$ cat src/hw/rtl/bdsd_pkg.sv
// ----------------------------------------------------------------------------
// bdsd_pkg
// shared widths, register indexes and control types for the 2x2 box
// downsampler
// ----------------------------------------------------------------------------
package bdsd_pkg;

  localparam int CHAN_W            = 8;
  localparam int PAIR_W            = 10;
  localparam int LANES             = 4;
  localparam int LINE_W            = LANES * PAIR_W;
  localparam int DIM_W             = 13;
  localparam int ROW_W             = 12;
  localparam int HEIGHT_LIMIT      = 4096;
  localparam int MAX_WIDTH_DEFAULT = 4096;
  localparam int CFG_INDEX_W       = 8;

  localparam logic [CFG_INDEX_W-1:0] REG_SRC_WIDTH  = CFG_INDEX_W'(0);
  localparam logic [CFG_INDEX_W-1:0] REG_SRC_HEIGHT = CFG_INDEX_W'(1);

  // what one accepted pixel does
  typedef struct packed {
    logic w_one;   // width of one, pixel counts twice across
    logic h_one;   // height of one, pair counts twice down
    logic hold;    // left pixel of a horizontal pair
    logic pair;    // pair sum formed on this pixel
    logic wr;      // pair sum goes to the line store
    logic emit;    // block complete, result leaves
    logic last;    // final destination pixel of the image
  } step_t;

endpackage

$ cat src/hw/rtl/bdsd_ifs.sv


interface bdsd_cfg_if;
  logic                             valid;
  logic                             ready;
  logic [bdsd_pkg::CFG_INDEX_W-1:0] index;
  logic [bdsd_pkg::DIM_W-1:0]       data;

  modport source (output valid, index, data, input ready);
  modport sink   (input valid, index, data, output ready);
endinterface

$ cat src/hw/rtl/bdsd_ctrl.sv
// ----------------------------------------------------------------------------
// bdsd_ctrl
// configuration registers and source position counters; decodes what each
// accepted pixel does
// ----------------------------------------------------------------------------
module bdsd_ctrl #(
  parameter int MAX_WIDTH = bdsd_pkg::MAX_WIDTH_DEFAULT,
  parameter int AW        = (MAX_WIDTH / 2 > 1) ? $clog2(MAX_WIDTH / 2) : 1
) (
  input  logic                 clk,
  input  logic                 rst,
  bdsd_cfg_if.sink             cfg,
  input  logic                 accept,
  output bdsd_pkg::step_t      step,
  output logic [AW-1:0]        addr
);

  localparam int CW = (MAX_WIDTH > 1) ? $clog2(MAX_WIDTH) : 1;
  localparam int WW = CW + 1;
  localparam int HW = bdsd_pkg::DIM_W;
  localparam int RW = bdsd_pkg::ROW_W;

  logic [WW-1:0] width;
  logic [WW-1:0] dst_width;
  logic [HW-1:0] height;
  logic [HW-1:0] dst_height;
  logic [CW-1:0] column;
  logic [RW-1:0] row;

  logic          cfg_write;
  logic          cfg_hit;
  logic [WW-1:0] width_next;
  logic [HW-1:0] height_next;
  logic          x_last;
  logic          y_last;
  logic          col_drop;
  logic          row_drop;
  logic [WW-1:0] px;
  logic [HW-1:0] py;

  assign cfg.ready = 1'b1;
  assign cfg_write = cfg.valid & cfg.ready;
  assign cfg_hit   = (cfg.index == bdsd_pkg::REG_SRC_WIDTH) ||
                     (cfg.index == bdsd_pkg::REG_SRC_HEIGHT);

  // zero reads as one, oversize saturates
  always_comb begin
    if (cfg.data == '0) begin
      width_next  = WW'(1);
      height_next = HW'(1);
    end else begin
      if (32'(cfg.data) > MAX_WIDTH) begin
        width_next = WW'(MAX_WIDTH);
      end else begin
        width_next = WW'(cfg.data);
      end
      if (32'(cfg.data) > bdsd_pkg::HEIGHT_LIMIT) begin
        height_next = HW'(bdsd_pkg::HEIGHT_LIMIT);
      end else begin
        height_next = cfg.data;
      end
    end
  end

  always_ff @(posedge clk) begin
    if (rst) begin
      width      <= WW'(1);
      dst_width  <= WW'(1);
      height     <= HW'(1);
      dst_height <= HW'(1);
      column     <= '0;
      row        <= '0;
    end else if (cfg_write) begin
      if (cfg.index == bdsd_pkg::REG_SRC_WIDTH) begin
        width     <= width_next;
        dst_width <= (width_next == WW'(1)) ? WW'(1) : (width_next >> 1);
      end
      if (cfg.index == bdsd_pkg::REG_SRC_HEIGHT) begin
        height     <= height_next;
        dst_height <= (height_next == HW'(1)) ? HW'(1) : (height_next >> 1);
      end
      if (cfg_hit) begin
        column <= '0;
        row    <= '0;
      end
    end else if (accept) begin
      if (x_last) begin
        column <= '0;
        row    <= y_last ? '0 : row + RW'(1);
      end else begin
        column <= column + CW'(1);
      end
    end
  end

  assign x_last   = (WW'(column) == width - WW'(1));
  assign y_last   = (HW'(row) == height - HW'(1));
  assign col_drop = width[0] & x_last & ~step.w_one;
  assign row_drop = height[0] & y_last & ~step.h_one;
  assign px       = WW'(column >> 1);
  assign py       = HW'(row >> 1);
  assign addr     = px[AW-1:0];

  always_comb begin
    step.w_one = (width == WW'(1));
    step.h_one = (height == HW'(1));
    step.hold  = ~step.w_one & ~col_drop & ~column[0];
    step.pair  = step.w_one | (~col_drop & column[0]);
    step.wr    = step.pair & ~step.h_one & ~row_drop & ~row[0];
    step.emit  = step.pair & (step.h_one | (~row_drop & row[0]));
    step.last  = (px == dst_width - WW'(1)) &&
                 (step.h_one || (py == dst_height - HW'(1)));
  end

endmodule

$ cat src/flat_wrapper.sv
// flat-port wrapper written by rule: the top's interface ports become plain ports
module bdsd_ctrl_flat 
#(
  parameter int MAX_WIDTH = bdsd_pkg::MAX_WIDTH_DEFAULT,
  parameter int AW        = (MAX_WIDTH / 2 > 1) ? $clog2(MAX_WIDTH / 2) : 1
)
  (clk, rst, accept, step, addr, cfg_valid, cfg_index, cfg_data, cfg_ready);
  bdsd_cfg_if cfg_i ();
  input  logic clk;
  input  logic rst;
  input  logic accept;
  output bdsd_pkg::step_t step;
  output logic [AW-1:0] addr;
  input wire logic [$bits(cfg_i.valid)-1:0] cfg_valid;
  input wire logic [$bits(cfg_i.index)-1:0] cfg_index;
  input wire logic [$bits(cfg_i.data)-1:0] cfg_data;
  output wire logic [$bits(cfg_i.ready)-1:0] cfg_ready;
  assign cfg_i.valid = cfg_valid;
  assign cfg_i.index = cfg_index;
  assign cfg_i.data = cfg_data;
  assign cfg_ready = cfg_i.ready;
  bdsd_ctrl #(.MAX_WIDTH(MAX_WIDTH), .AW(AW)) u_core (.clk(clk), .rst(rst), .cfg(cfg_i), .accept(accept), .step(step), .addr(addr));
endmodule
$ cat config.mk
export PLATFORM = sky130hd
export DESIGN_NAME = bdsd_ctrl_flat
export DESIGN_NICKNAME = d
export VERILOG_FILES = /design/src/hw/rtl/bdsd_pkg.sv /design/src/hw/rtl/bdsd_ifs.sv /design/src/hw/rtl/bdsd_ctrl.sv /design/src/flat_wrapper.sv
export SDC_FILE = /design/constraint.sdc
export NUM_CORES = 1
export LEC_CHECK = 0
export CORE_ASPECT_RATIO = 0.9
export CORE_MARGIN = 2
export CORE_UTILIZATION = 55
export DETAILED_ROUTE_END_ITERATION = 12
export DONT_BUFFER_PORTS = 1
export GPL_TIMING_DRIVEN = 0
export PLACE_DENSITY = 0.75
export SYNTH_ARGS = -nofsm -noshare
export SYNTH_HDL_FRONTEND = slang
export SYNTH_SLANG_ARGS = --single-unit
$ cat constraint.sdc
create_clock -name clk -period 5.1 [get_ports clk]
set_input_delay 0.51 -clock clk [delete_from_list [all_inputs] [get_ports clk]]
set_output_delay 0.51 -clock clk [all_outputs]
set_load 0.02 [all_outputs]
==> flow_metrics.tcl, run 1 <==
set metrics [dict create \
    cts_resized 0 \
    synthesis.nets 663 \
    grt_pass1_wl_mm 21.1 \
    syn-cell-area_um2 4780 \
    yosys.area.top_type "dfxtp_1" \
    synth_cell_types 69 \
    crit_required_ps 4590 \
    p_per_area_nw_per_um2 232 \
    cts.path.max_buffers 2 \
    antenna_found_initial 0 \
    clk_latency_ps 350 \
    crit_family "simple AND/OR/NAND/NOR gates" \
    worst_slack_ps 1200 \
    fin_crit_sh_pct 76.4 \
    worstMarginPinSlew_ps 1290 \
    drive_gt1_share_pct 7.28 \
    grt.overflow.total 0 \
    slowest_stage "or3b_1" \
    drc 0 \
    synth_edf_count 0 \
    path_cells "inv_1, ha_1, or3b_1, nor4_1, a211oi_1, o21ai_0, nand3_1, buf_2, o211a_1" \
    clock_sinks 74 \
    clockRootBuffer "clkbuf_8" \
    yosysMostFrequentCell "nand2_1" \
    cts_setup_buffers 0 \
    dpl.hpwl_mm 9.90 \
    netlist_instances 630 \
    grt_usage_pct 28.6 \
    place.gp.congestion 0.896 \
    grt_pass1_vias 4212 \
    cts_made_buffers 9 \
    drt_iter0_markers 385 \
    cts_hold_buf 0 \
    critPathArrivalTime_ps 3390 \
    cp_num_buf_inv 2 \
    viasPerCell 6.15 \
    grt_setup_unrepaired "false" \
    setup_violations 0 \
    antenna_left 0 \
    syn2layout_area_growth_pct 8.23 \
    slowest_delay_ps 470 \
    worst-path-stages 9 \
    io_pins 44 \
    die_area_um2 9450 \
    setup_tns_ps 0 \
    slew_viol_final 0 \
    wirelength_mm 13.2 \
    hold_viol 0 \
    dieHeight_um 92.4 \
    max_slew_margin_pct 13.1 \
    rows 32 \
    yosysWarnings 0 \
    ctsHtreeMaxLevel 3 \
    p_leak_nw 1.84 \
    status "finished, final reports clean" \
    nets 675 \
    cts_tree "yes" \
    dominantRegCellSynth "dfxtp_1" \
    grt_max_degree 14 \
    period_minus_slack_ps 3900 \
    ys_seq_area_share_pct 31.0 \
    critPathMaxFanout 10 \
    clock_skew_ps 5.40 \
    peakVddDrop_mv 0.199 \
    cts.clk_slew.worst_paths_ps 80 \
    die_x_um 102 \
    cp-start-kind "flop" \
    fill_cells 794 \
    synth_common_cells "nand2_1 (97), dfxtp_1 (74), a21oi_1 (60), nor2_1 (46), xnor2_1 (43)" \
    crit_path_end_kind "output pin" \
    holdPathStages 2 \
    final_cell_area_um2 5170 \
    fp.coreArea_um2 8490 \
    vias 4707 \
    max_freq_mhz 257 \
    async_flop_share_pct 0 \
    dpl_worst_slack_ps 1620 \
    synth_seq_cells 74 \
    start_util_pct 56.3 \
    drv_cap 0 \
    drt-wirelength-per-cell_um 17.2 \
    firstDrtPassIters 5 \
    place_area_um2 4930 \
    n_antenna_cell 0 \
    hp-class "in -> reg" \
    portBuffers 0 \
    syn_avg_cell_area_um2 7.58 \
    yosys-top-cells-area "dfxtp_1 (31%), xnor2_1 (7.9%), nand2_1 (7.6%)" \
    critical_path_class "reg -> out" \
    synth_top_area_share_pct 31.0 \
    reg2reg_depth 10 \
]
-- registers in the layout, summed over array words and instances, names as in the netlist --
signal             count
u_core.column         12
u_core.dst_height     12
u_core.width          13
u_core.height         13
u_core.dst_width      12
u_core.row            12
-- cells in the final DEF, fill, tap and decap left out, drive strengths merged, types with 3 or more instances in the layout --
cell type   n
a211o       6
a211oi      5
a21oi      61
a31oi      14
a32oi       5
and2        5
and3       10
buf        19
bufinv      3
clkbuf     38
dfxtp      74
ha          8
inv        23
mux2i       4
nand2      97
nand3      19
nand4      11
nand4b      4
nor2       46
nor2b       5
nor3       28
nor3b       7
nor4       16
o21ai       9
o31ai       8
o32ai       4
or3         5
or4         5
or4b        3
xnor2      43
xor2       23
-- power by group --
group	internal [mW]	switching [mW]
clock network	0.325	0.235
registers	0.578	0.00218
logic	0.0170	0.0415
total	0.920	0.279
-- stage by stage --
step	cells	total power, mW	hold WS (ps)	util (%)
after floorplan	630	0.636	449	-
after global placement	749	0.649	469	58.0
after detailed placement	750	0.651	480	58.1
after CTS	765	1.20	319	60.9
after global routing	765	1.24	331	60.9
final	765	1.20	324	60.9
-- path summary, 6_finish.rpt --
path / start / endpoint / slack, ps
worst min-delay path: cfg_data[3] / u_core.width[3] / 320
worst max register to register: u_core.height[0] / u_core.row[4] / 2000
worst max-delay path: u_core.height[0] / step[2] / 1200
worst min register to register: u_core.height[12] / u_core.height[12] / 490
-- logic make-up after synthesis --
group           after synthesis  synth area share, %
simple gates                273                 28.6
xor+xnor                     66                 12.1
buf+inv                      69                 6.52
compound gates              135                 18.7
mux                           4                0.838
other cells                   1               0.0785
fa+ha+maj                     8                 2.10
flops                        74                 31.0
-- layout make-up --
class	instances	area, µm²	area share, %
Clock buffer	9	124	2.40
Timing Repair Buffer	1	5.00	0.0968
Clock inverter	6	115	2.23
Tap cell	119	149	2.88
Multi-Input combinational cell	487	2980	57.7
Buffer	47	229	4.43
Sequential cell	74	1480	28.7
Inverter	22	82.6	1.60
-- per-layer routing --
layer | vias up | GRT usage [%] | routed length [µm] | part of all wire [%]
li1 | 2259 | - | - | -
met1 | 2203 | 42.1 | 6010 | 46
met2 | 228 | 44.0 | 5820 | 44
met3 | 17 | 4.45 | 1160 | 8.8
met4 | 0 | 6.44 | 178 | 1.4
met5 | - | 0 | 0 | 0
Power figures use the tool's default switching activity.
==> run 2, diff against run 1 <==
ABC_AREA = 1   (was unset)
clock period = 3.9 ns   (was 5.1 ns; I/O delays follow)
==> flow_metrics.tcl, run 2 <==
set metrics [dict create \
    drv_cap 0 \
    cts.clk_slew.worst_paths_ps 80 \
    start_util_pct 57.3 \
    fill_cells 844 \
    synth_common_cells "nand2_1 (172), nor2_1 (143), inv_1 (94), dfxtp_1 (74), nand3_1 (49)" \
    placed_cells 899 \
    max_freq_mhz 331 \
    syn_avg_cell_area_um2 6.38 \
    cts_setup_buffers 0 \
    worstMarginPinSlew_ps 770 \
    crit_required_ps 3510 \
    grt_pass1_wl_mm 21.0 \
    synth_seq_cells 74 \
    rows 32 \
    final_common_cell "nand2_1" \
    max_slew_margin_pct 48.3 \
    firstDrtPassIters 7 \
    cp-start-kind "flop" \
    fp.coreArea_um2 8690 \
    synthMuxAreaShare_pct 0 \
    r2r-end "u_core.row[11]" \
    crit_path_end_kind "output pin" \
    setup_violations 0 \
    seq_area_um2 1480 \
    yosys.area.top_type "dfxtp_1" \
    grt_usage_pct 27.2 \
    synth_top_area_share_pct 29.8 \
    synth_edf_count 0 \
    n_antenna_cell 0 \
    holdPathStages 2 \
    reg2reg_from "u_core.width[0]" \
    p_per_area_nw_per_um2 323 \
    slew_viol_final 0 \
    synthXorXnorAreaFrac_pct 11.8 \
    mostFrequentLayoutCells "nand2_1 (172), nor2_1 (143), inv_1 (94)" \
    clk_latency_ps 350 \
    synth_top_family_by_area "simple AND/OR/NAND/NOR gates" \
    peakVddDrop_mv 0.199 \
    hp-class "in -> reg" \
    nets 824 \
    reg2reg_depth 16 \
    die_area_um2 9830 \
    cpMostUsedCell "nand2_1" \
    critPathMaxFanout 4 \
    cts_hold_buf 0 \
    cts_tree "yes" \
    grt_max_degree 14 \
    wirelength_mm 13.0 \
    synth_compound_area_share_pct 9.38 \
    async_flop_share_pct 0 \
    p_leak_nw 2.55 \
    syn2layout_area_growth_pct 8.04 \
    drt_iter0_markers 394 \
    endpoint "step[0]" \
    portBuffers 0 \
    critical_path_class "reg -> out" \
    syn-cell-area_um2 4980 \
    slowest_delay_ps 400 \
    grt.overflow.total 0 \
    multi_input_area_um2 2950 \
    synth_cell_types 40 \
    setup_tns_ps 0 \
    dpl.hpwl_mm 10.3 \
    critPathArrivalTime_ps 2630 \
    antenna_left 0 \
    status "finished, final reports clean" \
    reg2reg_slack_ps 1460 \
    synthesis.nets 813 \
    drc 0 \
    hold_viol 0 \
    dominantRegCellSynth "dfxtp_1" \
    grt_setup_unrepaired "false" \
    cts_made_buffers 9 \
    grt_pass1_vias 4350 \
    drive_gt1_share_pct 7.66 \
    slowest_stage "a21oi_1" \
    netlist_instances 780 \
    crit_start "u_core.dst_height[0]" \
    place.gp.congestion 0.954 \
    largestRegisters "u_core.height x13, u_core.width x13" \
    die_x_um 104 \
    path_cells "inv_1, ha_1, nand2_1, nor2_1, nand2_1, inv_1, nand2_1, nand2_1, nand2_1, nand2_1, nand3_1, nor2_1, nand3_1, a21oi_1" \
    yosysWarnings 0 \
    period_minus_slack_ps 3020 \
    ys_seq_area_share_pct 29.8 \
    drt-wirelength-per-cell_um 14.2 \
    yosysMostFrequentCell "nand2_1" \
    vias 4882 \
    ctsHtreeMaxLevel 3 \
    cts.path.max_buffers 2 \
    viasPerCell 5.34 \
    clock_skew_ps 10.5 \
    clockRootBuffer "clkbuf_8" \
    antenna_found_initial 0 \
    clock_sinks 74 \
    io_pins 44 \
    cts_resized 0 \
    synthAdderAreaFrac_pct 2.01 \
    fin_crit_sh_pct 77.3 \
    stdcell_count 915 \
    yosys-top-cells-area "dfxtp_1 (30%), nand2_1 (13%), nor2_1 (11%)" \
    synthSimpleGateAreaFrac_pct 35.9 \
    dieHeight_um 94.3 \
]
[run 2: area by class of cell]
class                           instances  share of cell area (%)
Clock buffer                           10                    2.56
Multi-Input combinational cell        579                    54.8
Clock inverter                          6                    2.12
Inverter                               98                    6.84
Tap cell                              119                    2.77
Sequential cell                        74                    27.5
Buffer                                 29                    3.37
[run 2: cell families (layout without fill, tap and decap cells)]
| family | after synthesis | in the layout |
|---|---|---|
| and+or+nand+nor | 419 | 419 |
| buffers and inverters | 127 | 143 |
| AOI/OAI and AO/OA | 87 | 87 |
| DFF | 74 | 74 |
| xor gates and xnor gates | 64 | 64 |
| adders and majority gates | 8 | 8 |
| other | 1 | 1 |
[run 2: power by group]
group          internal [mW]  leakage, nW  switching (mW)
clock network          0.443        0.119           0.304
logic                 0.0683         1.83           0.134
registers              0.767        0.598          0.0181
total                   1.28         2.55           0.457
[run 2: worst min-delay path by stage]
stage          slack (ps)                 start                    end
2_1_floorplan         450  u_core.dst_height[1]   u_core.dst_height[1]
3_3_place_gp          470   u_core.dst_width[1]    u_core.dst_width[1]
3_5_place_dp          480   u_core.dst_width[1]    u_core.dst_width[1]
4_1_cts               200          cfg_data[12]       u_core.width[12]
5_1_grt               210          cfg_data[12]  u_core.dst_height[11]
6_report              200          cfg_data[12]  u_core.dst_height[11]
[run 2: routing by layer]
layer | share of wire, % | GRT usage [%]
met1 | 48 | 39.3
met2 | 41 | 39.7
met3 | 8.4 | 5.62
met4 | 2.0 | 10.0
met5 | 0 | 0
[run 2: worst max-delay path, delay by kind of cell (launching register included)]
family	cells	cell delay, ps
simple gates	10	1040
compound gates	1	400
flops	1	340
fa+ha+maj	1	260
buf+inv	2	230
[run 2: stage by stage]
stage / setup WS (ps) / instance area, µm² / hold slack [ps] / total power [mW] / utilization, %
global route: 655 / 5380 / 211 / 1.80 / 61.9
finish: 883 / 5380 / 205 / 1.74 / 61.9
CTS: 906 / 5380 / 200 / 1.74 / 61.9
detailed placement: 1300 / 5130 / 478 / 1.00 / 59.0
global placement: 1370 / 5130 / 468 / 0.995 / 59.0
floorplan: 1720 / 4980 / 450 / 0.952 / -
