## src/hw/rtl/bdsd_pkg.sv

```systemverilog
// ----------------------------------------------------------------------------
// bdsd_pkg
// shared widths, register indexes and control types for the 2x2 box
// downsampler
// ----------------------------------------------------------------------------
package bdsd_pkg;

  localparam int CHAN_W            = 8;
  localparam int PAIR_W            = 10;
  localparam int LANES             = 4;
  localparam int LINE_W            = LANES * PAIR_W;
  localparam int DIM_W             = 13;
  localparam int ROW_W             = 12;
  localparam int HEIGHT_LIMIT      = 4096;
  localparam int MAX_WIDTH_DEFAULT = 4096;
  localparam int CFG_INDEX_W       = 8;

  localparam logic [CFG_INDEX_W-1:0] REG_SRC_WIDTH  = CFG_INDEX_W'(0);
  localparam logic [CFG_INDEX_W-1:0] REG_SRC_HEIGHT = CFG_INDEX_W'(1);

  // what one accepted pixel does
  typedef struct packed {
    logic w_one;   // width of one, pixel counts twice across
    logic h_one;   // height of one, pair counts twice down
    logic hold;    // left pixel of a horizontal pair
    logic pair;    // pair sum formed on this pixel
    logic wr;      // pair sum goes to the line store
    logic emit;    // block complete, result leaves
    logic last;    // final destination pixel of the image
  } step_t;

endpackage

```

## src/hw/rtl/bdsd_lane.sv

```systemverilog
// ----------------------------------------------------------------------------
// bdsd_lane
// one colour channel: horizontal pair sum, vertical block sum and rounding
// ----------------------------------------------------------------------------
module bdsd_lane (
  input  logic                          clk,
  input  logic                          accept,
  input  bdsd_pkg::step_t               step,
  input  logic [bdsd_pkg::CHAN_W-1:0]   pixel,
  input  logic                          blk_h_one,
  input  logic [bdsd_pkg::PAIR_W-1:0]   line_sum,
  input  logic                          load_out,
  output logic [bdsd_pkg::PAIR_W-1:0]   pair_sum,
  output logic [bdsd_pkg::CHAN_W-1:0]   result
);

  localparam int PW = bdsd_pkg::PAIR_W;
  localparam int TW = PW + 1;

  logic [bdsd_pkg::CHAN_W-1:0] held;
  logic [PW-1:0]               pair_reg;
  logic [TW-1:0]               total;
  logic [TW-1:0]               rounded;

  always_comb begin
    if (step.w_one) begin
      pair_sum = PW'(pixel) << 1;
    end else begin
      pair_sum = PW'(held) + PW'(pixel);
    end
  end

  always_ff @(posedge clk) begin
    if (accept && step.hold) begin
      held <= pixel;
    end
    if (accept) begin
      pair_reg <= pair_sum;
    end
  end

  // a single row uses its pair sum twice
  assign total   = blk_h_one ? (TW'(pair_reg) << 1) : (TW'(line_sum) + TW'(pair_reg));
  assign rounded = (total + TW'(2)) >> 2;

  always_ff @(posedge clk) begin
    if (load_out) begin
      result <= rounded[bdsd_pkg::CHAN_W-1:0];
    end
  end

endmodule

```

## config.mk

```make
export PLATFORM = sky130hd
export DESIGN_NAME = bdsd_lane
export DESIGN_NICKNAME = d
export VERILOG_FILES = /design/src/hw/rtl/bdsd_pkg.sv /design/src/hw/rtl/bdsd_lane.sv
export SDC_FILE = /design/constraint.sdc
export NUM_CORES = 1
export LEC_CHECK = 0
export ABC_CLOCK_PERIOD_IN_PS = 5480
export BUFFER_PORTS_ARGS = -buffer_cell sky130_fd_sc_hd__buf_4
export CAP_MARGIN = 20
export CORE_MARGIN = 8
export CORE_UTILIZATION = 45
export DETAILED_ROUTE_END_ITERATION = 12
export PLACE_DENSITY = 0.7
export SYNTH_ARGS = -nofsm -noshare
export SYNTH_HDL_FRONTEND = slang
export SYNTH_SLANG_ARGS = --single-unit
```

## constraint.sdc

```tcl
create_clock -name clk -period 5.48 [get_ports clk]
set_input_delay 0.822 -clock clk [delete_from_list [all_inputs] [get_ports clk]]
set_output_delay 0.822 -clock clk [all_outputs]
set_load 0.02 [all_outputs]
```

==> flow_metrics.tcl, run 1 <==
set metrics [dict create \
    postCtsResizedCells 0 \
    synthTopCellsByCount "edfxtp_1, ha_1, nand2_1" \
    rsz0062_at_grt "no" \
    cp-end-kind "primary output" \
    ys.flop_type "edfxtp_1" \
    ys_async_sr_fraction_pct 0 \
    max_slew_margin_pct 61.6 \
    std_cell_rows 22 \
    clk_pin_slew_ps 100 \
    avgSynthCellArea_um2 10.8 \
    critPathSlowestCell "ha_1" \
    path_class "in -> out" \
    drt-pass1-iter-count 4 \
    cts-buffers-inserted 3 \
    rrSetupSlack_ps 2560 \
    die_y_um 77.9 \
    clockRootBuffer "clkbuf_8" \
    hold_viol 0 \
    p_per_area_nw_per_um2 272 \
    tns_ps 0 \
    start_util_pct 47.0 \
    p_int_w 0.000386 \
    yosysTopAreaCell "edfxtp_1" \
    wirelength_um 3480 \
    synth_top_area_share_pct 43.6 \
    post-cts-setup-buffers 0 \
    drc_errors 0 \
    ios 47 \
    synthCells 160 \
    r2r_start "pair_reg[0]$_DFFE_PP_" \
    power_frac_comb_pct 37.0 \
    critPathLaunchType "input port" \
    crit_start "pixel[1]" \
    vias_per_cell 5.27 \
    hp-class "reg -> reg" \
    final_core_util_pct 57.7 \
    gp_congestion 0.807 \
    cp_data_required_time_ps 4660 \
    ant_nets 0 \
    area_growth_pct 22.7 \
    synth_area_um2 1720 \
    cpPeakStageDelay_ps 300 \
    grt_pass1_vias 1419 \
    crit_arrival_ps 2740 \
    ys_types 38 \
    irDropWorstVdd_mv 0.259 \
    max_freq_mhz 280 \
    ys_seq_area_share_pct 43.6 \
    vias 1306 \
    antenna_found_initial 0 \
    ys_ff_latch 25 \
    maxCapViolations 0 \
    setup_viol 0 \
    die_area_um2 6060 \
    clk-insertion-delay-late_ps 270 \
    crit_chain "buf_4, ha_1, a21o_1, a21oi_1, o21ai_1, a211o_1, a31oi_1, xor2_1, o21ai_1, buf_4" \
    tightestPinTransition_ps 560 \
    clockPowerShare_pct 20.0 \
    whs_ps 739 \
    overflow 0 \
    grt.total_usage_pct 11.6 \
    crit_fanout 4 \
    p_leak_nw 0.904 \
    finalCriticalPeriod_ps 3570 \
    ys_warn_count 0 \
    synth-edff-count 25 \
    largest_reg_flops 9 \
    cts_num_sinks 25 \
    finalCritPeriodShare_pct 65.1 \
    hpwlAfterDp_um 2930 \
    hp-start "held[0]$_DFFE_PP_" \
    p_sw_share_pct 32.7 \
    yosysMostFrequentCell "edfxtp_1" \
    drive_above_1_share_pct 25.0 \
    yosys-top-cells-area "edfxtp_1, ha_1, xnor2_1, xor2_1, a21oi_1" \
    crit_family "compound AO/OA/AOI/OAI gates" \
    p_sw_w 0.000188 \
    pwr-share-seq_pct 43.0 \
    grt_first_pass_wirelength_um 5940 \
    slew_violations 0 \
    finalPower_w 0.000574 \
    synthesis.nets 208 \
    antenna_cells 0 \
    grt_max_degree 18 \
    skew_ps 6.38 \
    port_buffers 40 \
    htreeDepth 1 \
    die_w_um 77.9 \
    cts_tree "built" \
    crit_buf_inv 2 \
    core_um2 3660 \
    drt_iter0_drc 43 \
    status "finished, final reports clean" \
    cts_max_path_buffers 2 \
    holdBufCountCts 0 \
    layout.nets 249 \
    wl_per_cell_um 14.0 \
]
-- area by class of cell --
class	instances	area [um2]
Inverter	9	35.0
Timing Repair Buffer	40	300
Sequential cell	25	751
Multi-Input combinational cell	122	916
Tap cell	48	60.1
Clock buffer	3	41.3
Clock inverter	1	8.76
Fill cell	316	1550
-- cell families after synthesis --
| group | synth area share [%] |
|---|---|
| DFF | 43.6 |
| AOI/OAI and AO/OA | 13.2 |
| other | 0.218 |
| adders and majority gates | 14.7 |
| buffers and inverters | 3.20 |
| muxes | 4.29 |
| xor gates and xnor gates | 9.67 |
| and+or+nand+nor | 11.2 |
-- cells in the final DEF, fill, tap and decap left out, types with 2 or more instances in the layout --
cell type,instances
xnor2_1,11
nor2b_1,3
inv_1,8
mux2i_1,6
o21a_1,2
a21oi_1,13
clkbuf_8,3
nor3_1,2
and2_1,2
buf_4,40
o21ai_1,10
ha_1,17
nor2_1,6
o21ai_0,4
fa_1,2
nand4_1,2
edfxtp_1,25
a21o_1,2
nand2b_1,2
nand2_1,15
xor2_1,8
-- worst register-to-register path: stages (launching register included) --
cell and delay (ps):
edfxtp_1 410, and2_1 190, fa_1 420, a211oi_1 260, o21a_1 210, xnor2_1 120, mux2i_1 130, or4b_4 530
nor4_2 290, xor2_1 100
-- metrics by stage --
step	instances	area [um2]	setup slack [ps]
finish	248	2110	1910
global placement	244	2060	2000
global route	248	2110	1730
detailed placement	244	2060	1940
CTS	248	2110	1930
floorplan	160	1720	2210
-- final timing paths --
check | cells after the start | end
setup / recovery | 10 | pair_sum[7]
hold / removal | 2 | pair_reg[0]$_DFFE_PP_
setup reg to reg | 9 | result[7]$_DFFE_PP_
hold reg to reg | 2 | pair_reg[0]$_DFFE_PP_
-- power groups by stage --
stage	sequential [W]	clock [W]	combinational, W
after floorplan	0.000263	0	0.000131
after global placement	0.000250	0	0.000205
after detailed placement	0.000251	0	0.000214
after CTS	0.000247	0.000119	0.000215
after global routing	0.000249	0.000126	0.000235
final	0.000247	0.000115	0.000212
-- metal layers --
metal / vias to the layer above / global-route usage, % / share of wire (%)
met3: 4 / 3.80 / 5.6
met5: - / 0 / 0
met4: 0 / 1.70 / 0.92
li1: 657 / - / -
met1: 601 / 10.5 / 36
met2: 44 / 24.1 / 57
No activity file was read; power rests on OpenSTA's default activity.
==> inputs of run 2 (changes only) <==
- ABC_CLOCK_PERIOD_IN_PS: 5480 -> 3650
- clock period: 5.48 -> 3.65 ns (I/O delays scaled with it)
==> run 2 against run 1 <==
Against the previous run: critical path type unchanged; setup slack worse by 1300 ps; sequential power rose by 50%; clock skew is essentially flat; power rose by 49%; largest cell class unchanged; core utilization decreased by 0.14 points; clock-buffer cell count rose by 1; first-iteration DRC count down 14%; sequential cell count unchanged; clock power rose by 43%.
==> flow_metrics.tcl, run 2 (synthesis gave the netlist of run 1 again) <==
set metrics [dict create \
    vias_per_cell 5.23 \
    hold_viol 0 \
    finalCriticalPeriod_ps 2990 \
    setup_viol 0 \
    crit_start "pixel[1]" \
    finalCritPeriodShare_pct 81.9 \
    rsz0062_at_grt "no" \
    htreeDepth 1 \
    drc_errors 0 \
    r2r_start "pair_reg[0]$_DFFE_PP_" \
    max_slew_margin_pct 63.0 \
    max_freq_mhz 335 \
    cpPeakStageDelay_ps 300 \
    ant_nets 0 \
    crit_arrival_ps 2440 \
    drt-pass1-iter-count 4 \
    critPathSlowestCell "a211o_1" \
    hold_end "held[0]$_DFFE_PP_" \
    ios 47 \
    cts_max_path_buffers 2 \
    grt_max_degree 18 \
    clk-insertion-delay-late_ps 270 \
    hp-class "in -> reg" \
    place_area_um2 2060 \
    irDropWorstVdd_mv 0.197 \
    post-place-ws_ps 506 \
    cts_num_sinks 25 \
    holdBufCountCts 0 \
    r2r_cells 9 \
    tightestPinTransition_ps 540 \
    antenna_found_initial 0 \
    status "finished, final reports clean" \
    postCtsResizedCells 0 \
    die_w_um 77.9 \
    cts-buffers-inserted 3 \
    stdcell_area_um2 2110 \
    start_util_pct 47.0 \
    p_per_area_nw_per_um2 406 \
    area_growth_pct 22.4 \
    hp-start "pixel[0]" \
    slew_violations 0 \
    grt_first_pass_wirelength_um 6000 \
    tns_ps 0 \
    cp_data_required_time_ps 3100 \
    crit_chain "buf_4, ha_1, a21o_1, a21oi_1, o21ai_1, a211o_1, a31oi_1, xor2_1, o21ai_1, buf_4" \
    drive_above_1_share_pct 24.5 \
    vias 1298 \
    post-cts-setup-buffers 0 \
    port_buffers 40 \
    std_cell_rows 22 \
    setup_slack_ps 661 \
    wirelength_um 3540 \
    crit_fanout 4 \
    skew_ps 6.71 \
    antenna_cells 0 \
    worstReg2RegEnd "result[7]$_DFFE_PP_" \
    cp-end-kind "primary output" \
    hpwlAfterDp_um 2970 \
    wl_per_cell_um 14.3 \
    mostFrequentLayoutCell "buf_4" \
    critPathLaunchType "input port" \
    drt_iter0_drc 37 \
    gp_congestion 0.808 \
    clk_pin_slew_ps 90 \
    cts_tree "built" \
    hold_path_depth 1 \
    grt.total_usage_pct 11.9 \
    overflow 0 \
    layout.nets 249 \
    clockRootBuffer "clkbuf_8" \
    grt_pass1_vias 1440 \
    largest_reg_flops 9 \
    path_class "in -> out" \
    die_y_um 77.9 \
    final_cell_mix "buf_4, edfxtp_1, ha_1" \
    rrSetupSlack_ps 710 \
    die_area_um2 6060 \
    core_um2 3660 \
    p_leak_nw 0.900 \
    maxCapViolations 0 \
]
[run 2: changes by cell type in the layout (fill, tap and decap cells not counted)]
cell,delta
clkbuf_1,+1
inv_6,-1
[run 2: area by class of cell]
| class | instances | area (um2) |
|---|---|---|
| Timing Repair Buffer | 40 | 300 |
| Tap cell | 48 | 60.1 |
| Inverter | 9 | 35.0 |
| Clock buffer | 4 | 45.0 |
| Sequential cell | 25 | 751 |
| Fill cell | 317 | 1550 |
| Multi-Input combinational cell | 122 | 916 |
[run 2: power breakdown]
group / internal (W) / switching, W / leakage (nW)
logic: 0.000142 / 0.000178 / 0.634
registers: 0.000358 / 0.0000122 / 0.244
clock network: 0.0000780 / 0.0000874 / 0.0228
[run 2: stage by stage]
step                util (%)  cells  hold slack [ps]  power, W
detailed placement      56.3    244              715  0.000698
floorplan                  -    160              646  0.000591
CTS                     57.6    248              467  0.000863
global placement        56.3    244              700  0.000684
finish                  57.6    248              471  0.000856
global route            57.6    248              459  0.000912
[run 2: routing by layer]
metal  vias to the layer above  track usage [%]  routed length, um
li1                        659                -                  -
met1                       593             10.9               1320
met4                         0             4.34                 65
met2                        37             23.8               1960
met3                         9             3.23                192
met5                         -                0                  0
[run 2: worst max-delay path: cells and delay by family]
| kind | cells | cell delay, ps |
|---|---|---|
| buffers and inverters | 2 | 290 |
| AOI/OAI and AO/OA | 6 | 1220 |
| xor gates and xnor gates | 1 | 90 |
| adders and majority gates | 1 | 290 |
[run 2: worst max path at each step]
| stage | endpoint | slack (ps) | depth (start not counted) |
|---|---|---|---|
| after floorplan | result[7]$_DFFE_PP_ | 830 | 9 |
| after global placement | result[7]$_DFFE_PP_ | 550 | 10 |
| after detailed placement | result[7]$_DFFE_PP_ | 510 | 10 |
| after CTS | pair_sum[7] | 650 | 10 |
| after global routing | pair_sum[7] | 450 | 9 |
| final | pair_sum[7] | 660 | 10 |
==> inputs of run 3 (changes only) <==
- ABC_CLOCK_PERIOD_IN_PS: 3650 -> 2500
- PLACE_DENSITY: 0.7 -> 0.73
- clock period: 3.65 -> 2.5 ns (I/O delays scaled with it)
==> run 3 against run 2 <==
Against the previous run: the run now ends with negative setup slack left; sequential share of layout area decreased by 4.4 points; die area did not move; cell count rose by 9.7%; core utilization increased by 8.2 points; hold slack got worse by 170 ps; clock skew about the same.
==> flow_metrics.tcl, run 3 (synthesis gave the netlist of run 1 again) <==
set metrics [dict create \
    status "finished with violations" \
    failed_checks "negative setup slack" \
    max_freq_mhz 373 \
    vias_per_cell 5.15 \
    finalCriticalPeriod_ps 2680 \
    post-place-ws_ps -251 \
    drt-pass1-iter-count 4 \
    cpPeakStageDelay_ps 400 \
    grt_pass1_vias 1516 \
    crit_chain "ha_1, a21o_1, a21oi_2, o21ai_2, a211o_1, a31oi_2, xor2_1, o21ai_2, buf_6" \
    cts-buffers-inserted 3 \
    final_core_util_pct 65.8 \
    drc_errors 0 \
    htreeDepth 1 \
    critPathLaunchType "flip-flop" \
    cts_num_sinks 25 \
    die_area_um2 6060 \
    maxCapViolations 0 \
    clk_pin_slew_ps 90 \
    ant_nets 0 \
    area_growth_pct 39.8 \
    die_w_um 77.9 \
    hpwlAfterDp_um 2960 \
    core_um2 3660 \
    finalPower_w 0.00139 \
    wl_per_cell_um 13.7 \
    hold_viol 0 \
    gp_congestion 0.761 \
    cts_max_path_buffers 2 \
    p_leak_nw 1.05 \
    path_common_cell "o21ai_2" \
    std_cell_rows 22 \
    r2r_cells 11 \
    final_cell_mix "buf_4, edfxtp_1, nand2_1, ha_1, a21oi_1" \
    cp-end-kind "primary output" \
    antenna_found_initial 0 \
    vias 1400 \
    crit_family "compound AO/OA/AOI/OAI gates" \
    grt.total_usage_pct 12.0 \
    drive_above_1_share_pct 40.6 \
    critPathSlowestCell "edfxtp_1" \
    wirelength_um 3720 \
    hold_path_depth 1 \
    clk-insertion-delay-late_ps 270 \
    mostFrequentLayoutCell "buf_4" \
    start_util_pct 47.0 \
    crit_fanout 2 \
    port_buffers 40 \
    layout.nets 273 \
    holdBufCountCts 0 \
    setup_viol 6 \
    tns_ps -621 \
    p_per_area_nw_per_um2 579 \
    cp_data_required_time_ps 2120 \
    cp.depth 9 \
    antenna_cells 0 \
    skew_ps 6.69 \
    finalCritPeriodShare_pct 107 \
    stdcell_area_um2 2410 \
    crit_buf_inv 1 \
    rsz0062_at_grt "yes" \
    setup_slack_ps -181 \
    path_class "reg -> out" \
    crit_arrival_ps 2310 \
    drt_iter0_drc 22 \
    largest_reg_flops 9 \
    place_area_um2 2180 \
    clockRootBuffer "clkbuf_8" \
    overflow 0 \
    grt_first_pass_wirelength_um 6210 \
    die_y_um 77.9 \
    slew_violations 0 \
    ios 47 \
    irDropWorstVdd_mv 0.535 \
    grt_max_degree 18 \
    hp-class "in -> reg" \
    cts_tree "built" \
]
-- run 3: cell type report --
| cell class | count | area (um2) |
|---|---|---|
| clock buffer | 3 | 41.3 |
| clock inverter | 1 | 8.76 |
| inverter | 9 | 35.0 |
| multi-input combinational | 122 | 1020 |
| fill | 292 | 1250 |
| tap | 48 | 60.1 |
| timing repair buffer | 64 | 495 |
| sequential | 25 | 751 |
-- run 3: metal layers --
layer  up-vias  share of wire (%)  global-route usage [%]
met2        35                 57                    23.8
li1        707                  -                       -
met4         0                1.4                    3.02
met5         -                  0                       0
met3         6                4.2                    3.92
met1       652                 38                    11.3
-- run 3: final timing paths --
path	to	startpoint	slack, ps
min	held[2]$_DFFE_PP_	pixel[2]	300
max	pair_sum[7]	held[1]$_DFFE_PP_	-180
max reg2reg	result[7]$_DFFE_PP_	pair_reg[0]$_DFFE_PP_	-150
min reg2reg	result[7]$_DFFE_PP_	pair_reg[8]$_DFFE_PP_	740
-- run 3: per-stage QoR --
step                cells  hold WS (ps)
finish                272           297
global route          272           285
CTS                   269           291
detailed placement    257           576
global placement      257           574
floorplan             160           474
-- run 3: power breakdown --
part / internal [W] / total, W / switching [W]
logic: 0.000301 / 0.000605 / 0.000304
clock network: 0.000117 / 0.000247 / 0.000131
registers: 0.000523 / 0.000541 / 0.0000181
total: 0.000941 / 0.00139 / 0.000452
-- run 3: timing repair --
item,in CTS,in global routing
pin swaps,14,9
gates cloned,0,0
resized for setup,7,12
endpoints found under the setup margin,5,10
buffers inserted,8,4
-- run 3: worst register-to-register path, cell delays in order (launching register included) --
cell	delay, ps
edfxtp_1	400
and2_4	180
fa_2	380
xnor2_2	150
nor2_1	100
a21oi_1	60
inv_1	130
ha_4	160
inv_1	40
or4b_4	550
nor4_4	160
xor2_1	90
